--- src/sv/fgoq_pkg.sv ---
// ----------------------------------------------------------------------------
// fgoq_pkg
// shared types and constants of the floor grouped order queue
// ----------------------------------------------------------------------------
package fgoq_pkg;

  localparam int FLOORS_DEF      = 4;
  localparam int ORDER_KINDS_DEF = 3;

  localparam int FLOOR_W       = 3;
  localparam int KIND_W        = 2;
  localparam int STATUS_W      = 3;
  localparam int LIGHT_FLOOR_W = 2;
  localparam int COUNT_OUT_W   = 4;

  typedef enum logic [0:0] {
    OP_ADD    = 1'b0,
    OP_REMOVE = 1'b1
  } op_t;

  typedef enum logic [STATUS_W-1:0] {
    ST_ADDED       = 3'd0,
    ST_DUPLICATE   = 3'd1,
    ST_REMOVED     = 3'd2,
    ST_EMPTY       = 3'd3,
    ST_OTHER_FLOOR = 3'd4
  } status_t;

  // one cell as seen by its neighbors
  typedef struct packed {
    logic [FLOOR_W-1:0] floor;
    logic [KIND_W-1:0]  kind;
    logic               valid;
    logic               hit;
    logic               seen;
  } cell_link_t;

  // broadcast controls to the cell row
  typedef struct packed {
    logic capture;
    logic insert;
    logic pop;
    logic any_hit;
  } cell_ctl_t;

endpackage

--- src/sv/fgoq_req_if.sv ---
// ----------------------------------------------------------------------------
// fgoq_req_if
// request channel: valid/ready with an add or remove request
// ----------------------------------------------------------------------------
interface fgoq_req_if;
  import fgoq_pkg::*;

  logic               valid;
  logic               ready;
  logic               op;
  logic [FLOOR_W-1:0] order_floor;
  logic [KIND_W-1:0]  order_type;

  modport source (output valid, output op, output order_floor, output order_type,
                  input ready);
  modport sink   (input valid, input op, input order_floor, input order_type,
                  output ready);
endinterface

--- src/sv/fgoq_rsp_if.sv ---
// ----------------------------------------------------------------------------
// fgoq_rsp_if
// result channel: valid/ready with status, light command and queue fill
// ----------------------------------------------------------------------------
interface fgoq_rsp_if;
  import fgoq_pkg::*;

  logic                     valid;
  logic                     ready;
  logic [STATUS_W-1:0]      status;
  logic [LIGHT_FLOOR_W-1:0] light_floor;
  logic [KIND_W-1:0]        light_type;
  logic                     light_on;
  logic                     light_valid;
  logic                     last;
  logic [COUNT_OUT_W-1:0]   queue_count;

  modport source (output valid, output status, output light_floor, output light_type,
                  output light_on, output light_valid, output last,
                  output queue_count, input ready);
  modport sink   (input valid, input status, input light_floor, input light_type,
                  input light_on, input light_valid, input last,
                  input queue_count, output ready);
endinterface

--- src/sv/fgoq_cell.sv ---
// ----------------------------------------------------------------------------
// fgoq_cell
// one queue slot: holds an entry, matches it, shifts with its neighbors
// ----------------------------------------------------------------------------
module fgoq_cell #(
  parameter int IDX = 0,
  parameter int CW  = 4
) (
  input  logic                        clk,
  input  fgoq_pkg::cell_ctl_t         ctl,
  input  logic [CW-1:0]               count,
  input  logic [fgoq_pkg::FLOOR_W-1:0] req_floor,
  input  logic [fgoq_pkg::KIND_W-1:0]  req_kind,
  input  fgoq_pkg::cell_link_t        left,
  input  fgoq_pkg::cell_link_t        right,
  output fgoq_pkg::cell_link_t        link,
  output logic                        dup
);
  import fgoq_pkg::*;

  logic [FLOOR_W-1:0] floor;
  logic [KIND_W-1:0]  kind;
  logic               hit;
  logic               valid;
  logic               seen;
  logic               load_new;

  always_comb begin
    valid    = int'(count) > IDX;
    // some cell ahead of this one holds the requested floor
    seen     = left.seen | left.hit;
    // left neighbor is the first same-floor entry, or this is the tail slot
    load_new = (left.hit && !left.seen) || (!ctl.any_hit && left.valid && !valid);
    link.floor = floor;
    link.kind  = kind;
    link.valid = valid;
    link.hit   = hit;
    link.seen  = seen;
  end

  always_ff @(posedge clk) begin
    if (ctl.capture) begin
      hit <= valid && (floor == req_floor);
      dup <= valid && (floor == req_floor) && (kind == req_kind);
    end
    if (ctl.insert) begin
      if (left.seen) begin
        floor <= left.floor;
        kind  <= left.kind;
      end else if (load_new) begin
        floor <= req_floor;
        kind  <= req_kind;
      end
    end else if (ctl.pop) begin
      floor <= right.floor;
      kind  <= right.kind;
    end
  end

endmodule

--- src/sv/floor_grouped_order_queue_unit.sv ---
// ----------------------------------------------------------------------------
// floor_grouped_order_queue_unit
// elevator order queue kept in a row of shifting cells
// ----------------------------------------------------------------------------
// The queue holds up to FLOORS*ORDER_KINDS (floor, kind) orders, one per cell
// in a row; entry 0 is the front. An add request is accepted, then every cell
// compares its entry with the request, and then a commit step inserts the
// order right after the first entry of the same floor (or at the tail) by
// shifting the cells behind it one step, and gives one result. A duplicate,
// an out-of-range floor or kind, or a full queue gives a rejected result and
// leaves the queue alone. For a remove request, each entry taken off the
// front shifts the whole row one step toward the front and gives one result
// with its light-off command, up to ORDER_KINDS of them; an empty queue or a
// front entry of another floor gives a single result. Results go through an
// output register, so a result may wait for ready while the next request is
// accepted; a waiting result stalls the commit or shift step that would
// replace it. No clearing pass is needed after reset: the fill count alone
// marks live cells.
// ----------------------------------------------------------------------------
module floor_grouped_order_queue_unit #(
  parameter int FLOORS      = fgoq_pkg::FLOORS_DEF,
  parameter int ORDER_KINDS = fgoq_pkg::ORDER_KINDS_DEF
) (
  input logic          clk,
  input logic          rst,
  fgoq_req_if.sink     req,
  fgoq_rsp_if.source   rsp
);
  import fgoq_pkg::*;

  localparam int QDEPTH = FLOORS * ORDER_KINDS;
  localparam int CW     = $clog2(QDEPTH + 1);
  localparam int NW     = $clog2(ORDER_KINDS + 1);

  localparam cell_link_t FRONT_EDGE = '{floor: '0, kind: '0, valid: 1'b1,
                                        hit: 1'b0, seen: 1'b0};

  typedef enum logic [2:0] {
    S_IDLE  = 3'b001,
    S_CHECK = 3'b010,
    S_ACT   = 3'b100
  } state_t;

  state_t             state;
  logic [CW-1:0]      count;
  logic [CW-1:0]      count_next;
  logic [NW-1:0]      step;
  logic               req_op;
  logic [FLOOR_W-1:0] req_floor;
  logic [KIND_W-1:0]  req_kind;

  cell_ctl_t          ctl;
  cell_link_t         links       [QDEPTH];
  cell_link_t         left_links  [QDEPTH];
  cell_link_t         right_links [QDEPTH];
  logic [QDEPTH-1:0]  hit_vec;
  logic [QDEPTH-1:0]  dup_vec;

  // result being formed this cycle
  logic                     emit;
  logic                     finish;
  logic                     out_free;
  logic                     bad_add;
  logic                     more;
  status_t                  res_status;
  logic [FLOOR_W-1:0]       res_floor_m1;
  logic [KIND_W-1:0]        res_kind;
  logic                     res_on;
  logic                     res_light;
  logic [CW+COUNT_OUT_W-1:0] count_ext;

  // --------------------------------------------------------------------------
  // cell row: each cell sees its front and back neighbor
  // --------------------------------------------------------------------------
  for (genvar g = 0; g < QDEPTH; g++) begin : g_cell
    if (g == 0) begin : g_front
      assign left_links[g] = FRONT_EDGE;
    end else begin : g_mid
      assign left_links[g] = links[g-1];
    end
    if (g == QDEPTH - 1) begin : g_back
      assign right_links[g] = links[g];
    end else begin : g_inner
      assign right_links[g] = links[g+1];
    end

    fgoq_cell #(
      .IDX (g),
      .CW  (CW)
    ) u_cell (
      .clk       (clk),
      .ctl       (ctl),
      .count     (count),
      .req_floor (req_floor),
      .req_kind  (req_kind),
      .left      (left_links[g]),
      .right     (right_links[g]),
      .link      (links[g]),
      .dup       (dup_vec[g])
    );

    assign hit_vec[g] = links[g].hit;
  end

  // --------------------------------------------------------------------------
  // decision for the commit / shift step
  // --------------------------------------------------------------------------
  always_comb begin
    out_free = !rsp.valid || rsp.ready;
    bad_add  = (int'(req_floor) < 1) || (int'(req_floor) > FLOORS) ||
               (int'(req_kind) >= ORDER_KINDS) || (int'(count) >= QDEPTH) ||
               (|dup_vec);
    // another entry of this floor follows the front one
    more     = (int'(count) > 1) && (links[1].floor == req_floor) &&
               (int'(step) + 1 < ORDER_KINDS);

    ctl          = '0;
    ctl.capture  = (state == S_CHECK);
    ctl.any_hit  = |hit_vec;
    emit         = 1'b0;
    finish       = 1'b0;
    count_next   = count;
    res_status   = ST_DUPLICATE;
    res_floor_m1 = '0;
    res_kind     = '0;
    res_on       = 1'b0;
    res_light    = 1'b0;

    if (state == S_ACT && out_free) begin
      emit = 1'b1;
      if (req_op == OP_ADD) begin
        finish = 1'b1;
        if (!bad_add) begin
          ctl.insert   = 1'b1;
          count_next   = count + 1'b1;
          res_status   = ST_ADDED;
          res_floor_m1 = req_floor - 1'b1;
          res_kind     = req_kind;
          res_on       = 1'b1;
          res_light    = 1'b1;
        end
      end else if (step == '0 && count == '0) begin
        finish     = 1'b1;
        res_status = ST_EMPTY;
      end else if (step == '0 && links[0].floor != req_floor) begin
        finish     = 1'b1;
        res_status = ST_OTHER_FLOOR;
      end else begin
        // take the front entry off, the row shifts forward
        ctl.pop      = 1'b1;
        count_next   = count - 1'b1;
        finish       = !more;
        res_status   = ST_REMOVED;
        res_floor_m1 = links[0].floor - 1'b1;
        res_kind     = links[0].kind;
        res_light    = 1'b1;
      end
    end

    count_ext = {{COUNT_OUT_W{1'b0}}, count_next};
  end

  assign req.ready = (state == S_IDLE);

  // --------------------------------------------------------------------------
  // sequencer and fill count
  // --------------------------------------------------------------------------
  always_ff @(posedge clk) begin
    if (rst) begin
      state <= S_IDLE;
      count <= '0;
      step  <= '0;
    end else begin
      count <= count_next;
      unique case (state)
        S_IDLE: begin
          if (req.valid) begin
            state <= S_CHECK;
          end
        end
        S_CHECK: begin
          state <= S_ACT;
          step  <= '0;
        end
        S_ACT: begin
          if (emit) begin
            step <= step + 1'b1;
          end
          if (finish) begin
            state <= S_IDLE;
          end
        end
        default: begin
          state <= S_IDLE;
        end
      endcase
    end
  end

  // request capture
  always_ff @(posedge clk) begin
    if (req.valid && req.ready) begin
      req_op    <= req.op;
      req_floor <= req.order_floor;
      req_kind  <= req.order_type;
    end
  end

  // --------------------------------------------------------------------------
  // output register
  // --------------------------------------------------------------------------
  always_ff @(posedge clk) begin
    if (rst) begin
      rsp.valid <= 1'b0;
    end else if (emit) begin
      rsp.valid <= 1'b1;
    end else if (rsp.ready) begin
      rsp.valid <= 1'b0;
    end
  end

  always_ff @(posedge clk) begin
    if (emit) begin
      rsp.status      <= res_status;
      rsp.light_floor <= res_floor_m1[LIGHT_FLOOR_W-1:0];
      rsp.light_type  <= res_kind;
      rsp.light_on    <= res_on;
      rsp.light_valid <= res_light;
      rsp.last        <= finish;
      rsp.queue_count <= count_ext[COUNT_OUT_W-1:0];
    end
  end

  // --------------------------------------------------------------------------
  // checks
  // --------------------------------------------------------------------------
  a_count_bound: assert property (@(posedge clk) disable iff (rst)
    int'(count) <= QDEPTH)
    else $error("queue fill count beyond depth");

  a_count_hold: assert property (@(posedge clk) disable iff (rst)
    (!rst && state != S_ACT) |=> count == $past(count))
    else $error("fill count changed outside the commit step");

  a_pop_nonempty: assert property (@(posedge clk) disable iff (rst)
    ctl.pop |-> count != '0)
    else $error("pop from an empty cell row");

  a_insert_room: assert property (@(posedge clk) disable iff (rst)
    ctl.insert |-> int'(count) < QDEPTH)
    else $error("insert into a full cell row");

  a_emit_free: assert property (@(posedge clk) disable iff (rst)
    (emit && rsp.valid) |-> rsp.ready)
    else $error("waiting result overwritten");

endmodule
--- src/flat_wrapper.sv ---
// flat-port wrapper written by rule: the top's interface ports become plain ports
module floor_grouped_order_queue_unit_flat import fgoq_pkg::*;
#(
  parameter int FLOORS      = fgoq_pkg::FLOORS_DEF,
  parameter int ORDER_KINDS = fgoq_pkg::ORDER_KINDS_DEF
)
  (clk, rst, req_valid, req_op, req_order_floor, req_order_type, req_ready, rsp_valid, rsp_status, rsp_light_floor, rsp_light_type, rsp_light_on, rsp_light_valid, rsp_last, rsp_queue_count, rsp_ready);
  fgoq_req_if req_i ();
  fgoq_rsp_if rsp_i ();
  input logic clk;
  input logic rst;
  input wire logic [$bits(req_i.valid)-1:0] req_valid;
  input wire logic [$bits(req_i.op)-1:0] req_op;
  input wire logic [$bits(req_i.order_floor)-1:0] req_order_floor;
  input wire logic [$bits(req_i.order_type)-1:0] req_order_type;
  output wire logic [$bits(req_i.ready)-1:0] req_ready;
  output wire logic [$bits(rsp_i.valid)-1:0] rsp_valid;
  output wire logic [$bits(rsp_i.status)-1:0] rsp_status;
  output wire logic [$bits(rsp_i.light_floor)-1:0] rsp_light_floor;
  output wire logic [$bits(rsp_i.light_type)-1:0] rsp_light_type;
  output wire logic [$bits(rsp_i.light_on)-1:0] rsp_light_on;
  output wire logic [$bits(rsp_i.light_valid)-1:0] rsp_light_valid;
  output wire logic [$bits(rsp_i.last)-1:0] rsp_last;
  output wire logic [$bits(rsp_i.queue_count)-1:0] rsp_queue_count;
  input wire logic [$bits(rsp_i.ready)-1:0] rsp_ready;
  assign req_i.valid = req_valid;
  assign req_i.op = req_op;
  assign req_i.order_floor = req_order_floor;
  assign req_i.order_type = req_order_type;
  assign req_ready = req_i.ready;
  assign rsp_valid = rsp_i.valid;
  assign rsp_status = rsp_i.status;
  assign rsp_light_floor = rsp_i.light_floor;
  assign rsp_light_type = rsp_i.light_type;
  assign rsp_light_on = rsp_i.light_on;
  assign rsp_light_valid = rsp_i.light_valid;
  assign rsp_last = rsp_i.last;
  assign rsp_queue_count = rsp_i.queue_count;
  assign rsp_i.ready = rsp_ready;
  floor_grouped_order_queue_unit #(.FLOORS(FLOORS), .ORDER_KINDS(ORDER_KINDS)) u_core (.clk(clk), .rst(rst), .req(req_i), .rsp(rsp_i));
endmodule
--- config.mk ---
export PLATFORM = sky130hd
export DESIGN_NAME = floor_grouped_order_queue_unit_flat
export DESIGN_NICKNAME = d
export VERILOG_FILES = /design/src/sv/fgoq_pkg.sv /design/src/sv/fgoq_req_if.sv /design/src/sv/fgoq_rsp_if.sv /design/src/sv/fgoq_cell.sv /design/src/sv/floor_grouped_order_queue_unit.sv /design/src/flat_wrapper.sv
export SDC_FILE = /design/constraint.sdc
export NUM_CORES = 1
export LEC_CHECK = 0
export BUFFER_PORTS_ARGS = -buffer_cell sky130_fd_sc_hd__buf_2
export CORE_MARGIN = 3
export CORE_UTILIZATION = 55
export CTS_BUF_LIST = sky130_fd_sc_hd__clkbuf_8
export DETAILED_ROUTE_END_ITERATION = 8
export PLACE_DENSITY = 0.81
export SLEW_MARGIN = 10
export SYNTH_ARGS = -nofsm -noshare
export SYNTH_HDL_FRONTEND = slang
export SYNTH_HIERARCHICAL = 1
export SYNTH_SLANG_ARGS = --single-unit
--- constraint.sdc ---
create_clock -name clk -period 6.9 [get_ports clk]
set_input_delay 0.69 -clock clk [delete_from_list [all_inputs] [get_ports clk]]
set_output_delay 0.69 -clock clk [all_outputs]
set_load 0.02 [all_outputs]
==> results, run 1 <==
- The run finished with clean final reports.
- The all-layer global routing usage is 21.97%.
- The floorplan die area is 14030 um2.
- The floorplan has 40 rows.
- Setup repair after global routing left no endpoint under its margin.
- The routed layout has ~4800 vias.
- In the finished design, the share of the clock period the worst path needs comes to 64.88%.
- In this design, the stage delay of the slowest critical-path cell is between 0.3 and 0.4 ns.
- Synthesis produced a netlist whose cell count is 654.
- The setup path with the least slack is of type reg -> reg.
- Averaged over all synthesized cells, the footprint is 10.63 um2.
- Counting both buffers and inverters, the worst setup path holds a total of 0.
- The number of H-tree levels is 4.
- STA classifies the critical path endpoint as a register.
- During synthesis, Yosys emitted a total of 6 warnings.
- The number of ports placed on the die boundary is 26.
- The fraction of layout cells with a size suffix above 1 is between 10 and 15%.
- Relative to the synthesized area, the layout overhead comes to 5.866%.
- The clock period minus final worst setup slack is between 4 and 5 ns.
- The post-layout instance area is 7361 um2.
- The wire-length estimate of the detail-placed layout is 10.03 mm.
- The maximum resistive drop on vdd is 140.4 uV.
- After clock tree synthesis, the clock-pin slew on the worst setup and hold paths is 0.07 ns.
- The number of buffers created by CTS is 17.
- The cell area after placement is 6947 um2.
- The post-detailed-route via-to-cell ratio is roughly 5.7.
- The total placed cells including tap cells is 803.
- The worst setup margin is 2.423 ns.
- The number of antenna violations at the first check in global routing is 0.
- The critical path goes through or2_4, or2_4, or2_4, or2_4, or2_4, or2_4, or2_4, or2_4, or2_4, or2_4, or2_2, a31oi_1, a21oi_1.
- The tightest min-delay check is of the in -> reg type.
- The floorplan die width is ~120 um.
- The effective utilization at floorplan is ~57%.
- For this run, design rule violations remaining after detail routing come to 0.
- Once detail routing completed, the nets flagged for antenna violations numbered 0.
- The clock sink total is about 110.
- The proportion of total power due to net switching is 21.52%.
- The core region is 12160 um2.
- TritonCTS built the clock tree.
- The internal portion of the total power is 0.001160 W.
- The mapped netlist covers 6953 um2.
- The static power due to leakage is between 3 and 4 nW.
- Data on the critical path is required at its endpoint by 7.05 ns.
- The final max-slew violation count is 0.
- Data on the critical path arrives at its endpoint at between 4 and 5 ns.
- The worst clock skew is 0.009076 ns.
- STA classifies the critical path startpoint as a register.
- The number of filler instances in the final layout is between 1000 and 1500.
- The net switching power is 0.0003182 W.
- The design draws 0.001478 W.
- The first-pass GRT wire length is 24.36 mm.
- The number of failing hold endpoints at the final stage is 0.
- Across the run, the number of max-cap violations was 0.
- The finished layout holds 835 standard cells, fillers aside.
- Setup violations remaining at the end of the flow were counted as 0.
- The cell sitting at the root of the clock tree is a clkbuf_8.
- Before CTS, the worst setup slack after placement is between 2 and 2.5 ns.
- The via count of the first global-routing pass is 4687.
- In this run the vertical extent of the chip is 118.4 um.
- The cell with the biggest individual delay on the critical path is edfxtp_1.
- For the worst-skew pair, the clock arrives at the later sink with an insertion delay of 0.44 ns.
- The cell with the most instances on the worst path is or2_4.
- The worst max-slew margin expressed relative to the limit is 49.20%.
- The top fanout value on the critical path is 7.
- The number of gates resized after cts is 0.
- After global routing the overflow that remains totals 0.
- The sequential fraction of design power is ~51%.
- For this block, the routed nets add up to about 15 mm of wire.
- After the first detailed-routing iteration, the DRC count stood at 517.
- The cell family contributing the most delay on the critical path is simple AND/OR/NAND/NOR gates.
- Entering global routing, the biggest net connects 88 pins.
- The worst-margin pin slew is between 0.7 and 0.8 ns.
- The post-cts hold buffer count is 0.
- For this run, the detailed router's first-pass iteration total came to 5.
- Buffers added to address setup during post-CTS repair amount to 0.
- The number of port buffers is 25.
- The final net count is 672.
- The detail-routed net length per standard cell is 17.55 um.
- The proportion of power drawn by the clock network is 43.4%.
- The weighted congestion reported at the end of routability-driven placement is around 0.85.
- Adding up every negative setup slack in the final design gives 0 ns.
- The repair_antennas step left the layout with diodes totalling 0.
- The combinational cell fraction of total power is 5.6%.
- For this run, the top clock speed supported by timing is between 200 and 250 MHz.
- Counting along the longest clock path gives a buffer depth of 2.
- For this design the ratio of total power to cell area is 200.8 nW/um2.
==> cell type report <==
class	count	area (um2)	share of cell area [%]
Clock inverter	12	138.9	1.887
Tap cell	168	210.2	2.856
Timing Repair Buffer	37	215.2	2.924
Clock buffer	20	275.3	3.740
Inverter	31	117.6	1.598
Sequential cell	114	3323	45.15
Multi-Input combinational cell	453	3080	41.85
==> sequential cells by signal, summed over array words and instances, names as in the netlist <==
| register | count |
|---|---|
| u_core/g_cell.u_cell/floor | 36 |
| u_core/g_cell.u_cell/kind | 24 |
| u_core/g_cell.u_cell/dup | 12 |
| u_core/g_cell.u_cell/hit | 12 |
| u_core/count | 4 |
| u_core/rsp.queue_count | 4 |
| u_core/req_floor | 3 |
| u_core/rsp.status | 3 |
| u_core/state | 3 |
| u_core/req_kind | 2 |
| u_core/rsp.light_floor | 2 |
| u_core/rsp.light_type | 2 |
| u_core/step | 2 |
| u_core/req_op | 1 |
| u_core/rsp.last | 1 |
| u_core/rsp.light_on | 1 |
| u_core/rsp.light_valid | 1 |
| u_core/rsp.valid | 1 |
==> power by group through the flow <==
| stage | logic [W] | clock network [W] | registers [W] |
|---|---|---|---|
| 4_1_cts | 0.0000815 | 0.000654 | 0.000754 |
| 6_report | 0.0000826 | 0.000642 | 0.000754 |
| 5_1_grt | 0.0000897 | 0.000687 | 0.000754 |
| 2_1_floorplan | 0.0000513 | 0 | 0.000781 |
| 3_3_place_gp | 0.0000786 | 0 | 0.000768 |
| 3_5_place_dp | 0.0000810 | 0 | 0.000768 |
==> worst register-to-register path: stages, from the launching register on <==
cell	delay, ns
edfxtp_1	0.38
or2_4	0.29
or2_4	0.32
or2_4	0.31
or2_4	0.31
or2_4	0.31
or2_4	0.31
or2_4	0.31
or2_4	0.31
or2_4	0.31
or2_4	0.32
or2_2	0.30
a31oi_1	0.19
a21oi_1	0.20
==> per-layer routing <==
metal	GRT usage [%]	share of wire, %	vias to the layer above
met3	5.646	7.1	25
met4	8.834	2.1	0
li1	-	-	2317
met1	29.27	43	2260
met5	0	0	-
met2	34.51	47	191
==> final timing paths <==
check / startpoint / endpoint / slack (ns) / cells past startpoint
worst max-delay path: u_core/g_cell[0].u_cell/hit$_DFFE_PP_ / u_core/g_cell[11].u_cell/floor[0]$_DFFE_PP_ / 2.42 / 13
worst min register to register: u_core/step[0]$_SDFFE_PP0P_ / u_core/step[0]$_SDFFE_PP0P_ / 0.56 / 2
worst max register to register: u_core/g_cell[0].u_cell/hit$_DFFE_PP_ / u_core/g_cell[11].u_cell/floor[0]$_DFFE_PP_ / 2.42 / 13
worst min-delay path: req_order_type[0] / u_core/req_kind[0]$_DFFE_PP_ / 0.42 / 1
==> layout by cell type, fill, tap and decap left out, types with 4 or more instances in the layout <==
cell,count
nor4_1,16
nand3_1,8
a21oi_1,76
nor2_1,87
o21ai_0,5
ha_1,8
inv_1,32
xnor2_1,45
edfxtp_1,104
clkbuf_8,20
mux2i_1,60
clkinv_2,4
nor3_1,9
buf_4,12
nand2_1,21
a31oi_1,9
xor2_1,22
or2_4,10
nor2b_1,4
o31a_1,4
conb_1,8
dfxtp_1,10
buf_2,25
==> metrics by stage <==
| step | hold WS (ns) | utilization (%) |
|---|---|---|
| 3_5_place_dp | 0.5457 | 57.12 |
| 4_1_cts | 0.3900 | 60.52 |
| 2_1_floorplan | 0.5059 | - |
| 3_3_place_gp | 0.5276 | 57.12 |
| 6_report | 0.4236 | 60.52 |
| 5_1_grt | 0.3915 | 60.52 |
Note: power is estimated with default switching activity, not from simulation.
==> run 2, diff against run 1 <==
PLACE_DENSITY = 0.84   (was 0.81)
clock period = 4.08 ns   (was 6.9 ns; I/O delays follow)
==> results, run 2 (synthesized netlist as in run 1, its figures left out) <==
- The number of DRC markers in iteration 0 came to 591 (+14%).
- The clock input transition at the sequential cells of the worst setup and hold paths is 0.07 ns (about the same).
- The number of port buffers was 25 (unchanged).
- The power density over cell area is 333.9 nW/um2 (+66%).
- The top fanout value on the critical path came to 7 (unchanged).
- The number of antenna violations at the first check in global routing was 0 (unchanged).
- The effective utilization at floorplan is 57.17% (unchanged).
- The run finished with clean final reports.
- The register with the most flip-flops in the final layout is u_core/g_cell.u_cell/floor.
- The clock period minus final worst setup slack is 3.978 ns (-0.4992 ns).
- The most numerous cell type found on the critical path is or2_4.
- The final critical-path share of the clock period is 97.49% (+33 points).
- In the layout the commonest cells are edfxtp_1, nor2_1, a21oi_1.
- The all-layer global routing usage is 22.71% (+0.74 points).
- The number of buffer and inverter instances along the worst setup path is 0 (unchanged).
- Among all stages on the critical path, the largest delay is contributed by edfxtp_1.
- The worst setup margin is 0.1025 ns (-2.321 ns).
- The detailed-route DRC error count is 0 (unchanged).
- The required arrival time at the worst endpoint was 4.25 ns (-2.80 ns).
- Setup repair after global routing left no endpoint under its margin.
- The TritonCTS clock tree is built.
- The buffer type at the clock tree root is clkbuf_8.
- The antenna cell count is 0 (unchanged).
- The first-pass iteration count of the detailed router is 5 (unchanged).
- The max-cap violation count was 0 (unchanged).
- The worst max-slew margin expressed relative to the limit is 45.78% (-3.4 points).
- The final max-slew violation count is 0 (unchanged).
- The static power due to leakage is 3.174 nW (+2.1%).
- The library cell used most frequently in the layout, excluding fill and tap cells, is edfxtp_1.
- Traced cell by cell, the critical path runs through or2_4, or2_4, or2_4, or2_4, or2_4, or2_4, or2_4, or2_4, or2_4, or2_4, mux2_4, a41o_1.
- The final number of setup-violating endpoints is 0 (unchanged).
- The startpoint of the most critical setup path is u_core/g_cell[0].u_cell/hit$_DFFE_PP_.
- The weighted congestion reported at the end of routability-driven placement is 0.8868 (+4.6%).
- The number of failing hold endpoints at the final stage is 0 (unchanged).
- The number of buffers created by CTS is 17 (unchanged).
- The end of the worst register-to-register path is u_core/g_cell[10].u_cell/kind[1]$_DFFE_PP_.
- Relative to the synthesized area, the layout overhead comes to 7.270%.
- The number of ports placed on the die boundary came to 26 (unchanged).
- STA classifies the critical path startpoint as a register.
- The via count of the first global-routing pass came to 4946 (+5.5%).
- The final net count came to 681 (+1.3%).
- The number of filler instances in the final layout was 928 (-7.8%).
- The worst clock skew is 0.01314 ns (+0.004060 ns).
- The first-pass GRT wire length was 25.30 mm (+3.9%).
- The last element of the critical path is u_core/g_cell[10].u_cell/kind[1]$_DFFE_PP_.
- The setup slack after placement is 0.02757 ns (-2.444 ns).
- The maximum resistive drop on vdd came to 199.1 uV (+42%).
- The final wirelength came to 15.62 mm (+6.6%).
- The detail-routed net length per standard cell came to 18.51 um (+5.5%).
- The number of buffers on the longest clock path is 2 (unchanged).
- The startpoint-to-endpoint class of the critical path is reg -> reg.
- The detailed placement HPWL is 10.57 mm (+5.4%).
- The fraction of layout cells with a size suffix above 1 was 16.42% (+1.6 points).
- The floorplan row count is 40 (unchanged).
- The delay of the slowest cell on the worst path came to 0.40 ns (+0.02 ns).
- The logic depth of the worst setup path including buffers is 12 (-1).
- The vias after detailed routing is 5029 (+4.9%).
- The highest clock rate was 251.4 MHz (+13%).
- The slack of the worst reg-to-reg path is 0.10 ns (-2.32 ns).
- The launching point of the worst reg2reg path is u_core/g_cell[0].u_cell/hit$_DFFE_PP_.
- The remaining antenna violation count after routing was 0 (unchanged).
- The number of flip-flops in the largest register was 36 (unchanged).
- The floorplan die width is 118.4 um (unchanged).
- On the critical path the largest part of the delay comes from simple AND/OR/NAND/NOR gates.
- The aggregate global routing overflow is 0 (unchanged).
- The worst-margin pin slew is 0.8133 ns (+0.05236 ns).
- The pin count of the biggest net entering global routing came to 88 (unchanged).
- The placeable core area is 12160 um2 (unchanged).
- The latest clock arrival within the worst-skew pair is 0.44 ns (about the same).
- The number of H-tree levels is 4 (unchanged).
- The signal arrival time at the worst endpoint is 4.15 ns (-0.47 ns).
- The worst slack on hold paths is 0.1486 ns (-0.2749 ns).
- The post-detailed-route via-to-cell ratio is 5.959 (+3.8%).
- The y dimension of the die is 118.4 um (unchanged).
- The floorplan die area was 14030 um2 (unchanged).
- The post-cts hold buffer count was 0 (unchanged).
- STA classifies the critical path endpoint as a register.
- The worst hold path belongs to the class in -> reg.
- The largest registers in the layout are u_core/g_cell.u_cell/floor x36, u_core/g_cell.u_cell/kind x24.
- The clock sink total is 114 (unchanged).
- The count of cells along the worst register-to-register path is 12 (-1).
- The total power consumption of the routed design is 0.002490 W (+68%).
run 2: changes by cell type in the layout (fill, tap and decap cells not counted), moves of 2 or more:
| cell | before | now |
|---|---|---|
| a21oi_1 | 76 | 73 |
| a21oi_2 | 2 | 4 |
| inv_1 | 32 | 34 |
| buf_4 | 12 | 21 |
| clkinvlp_4 | 3 | 0 |
| clkbuf_8 | 20 | 23 |
run 2: metrics by stage:
step | TNS [ns] | instance area [um2] | instances | utilization, %
after floorplan | -37.27 | 7033 | 660 | -
after global placement | 0 | 7022 | 811 | 57.74
final | 0 | 7458 | 844 | 61.33
after detailed placement | 0 | 7022 | 811 | 57.74
after global routing | 0 | 7458 | 844 | 61.33
after CTS | 0 | 7428 | 843 | 61.08
run 2: power breakdown:
group	leakage, nW	switching (W)	internal, W
registers	1.04	0.00000874	0.00127
clock network	0.227	0.000440	0.000629
logic	1.90	0.0000893	0.0000556
run 2: layer usage:
metal / vias up / global-route usage (%) / share of wire [%]
li1: 2319 / - / -
met1: 2418 / 28.96 / 40
met2: 254 / 37.94 / 51
met3: 38 / 6.459 / 8.3
met4: 0 / 6.445 / 1.3
met5: - / 0 / 0
run 2: area by class of cell:
class / instances / area [um2] / area share (%)
clock inverter: 9 / 90.09 / 1.208
inverter: 31 / 118.9 / 1.594
timing repair buffer: 46 / 282.8 / 3.791
sequential: 114 / 3323 / 44.56
clock buffer: 23 / 316.6 / 4.244
tap: 168 / 210.2 / 2.818
multi-input combinational: 453 / 3117 / 41.79
run 2: worst min path at each step:
| stage | from | depth (start not counted) | endpoint | slack (ns) |
|---|---|---|---|---|
| floorplan | u_core/step[0]$_SDFFE_PP0P_ | 2 | u_core/step[0]$_SDFFE_PP0P_ | 0.51 |
| global placement | u_core/step[0]$_SDFFE_PP0P_ | 2 | u_core/step[0]$_SDFFE_PP0P_ | 0.53 |
| detailed placement | u_core/step[0]$_SDFFE_PP0P_ | 2 | u_core/step[0]$_SDFFE_PP0P_ | 0.54 |
| CTS | req_op | 1 | u_core/req_op$_DFFE_PP_ | 0.12 |
| global route | req_order_floor[1] | 1 | u_core/req_floor[1]$_DFFE_PP_ | 0.12 |
| finish | req_op | 1 | u_core/req_op$_DFFE_PP_ | 0.15 |
run 2: what timing repair did:
action | 4_1_cts | 5_1_grt
setup buffers | 0 | 1
endpoints found under the setup margin | 0 | 10
resized for setup | 0 | 3
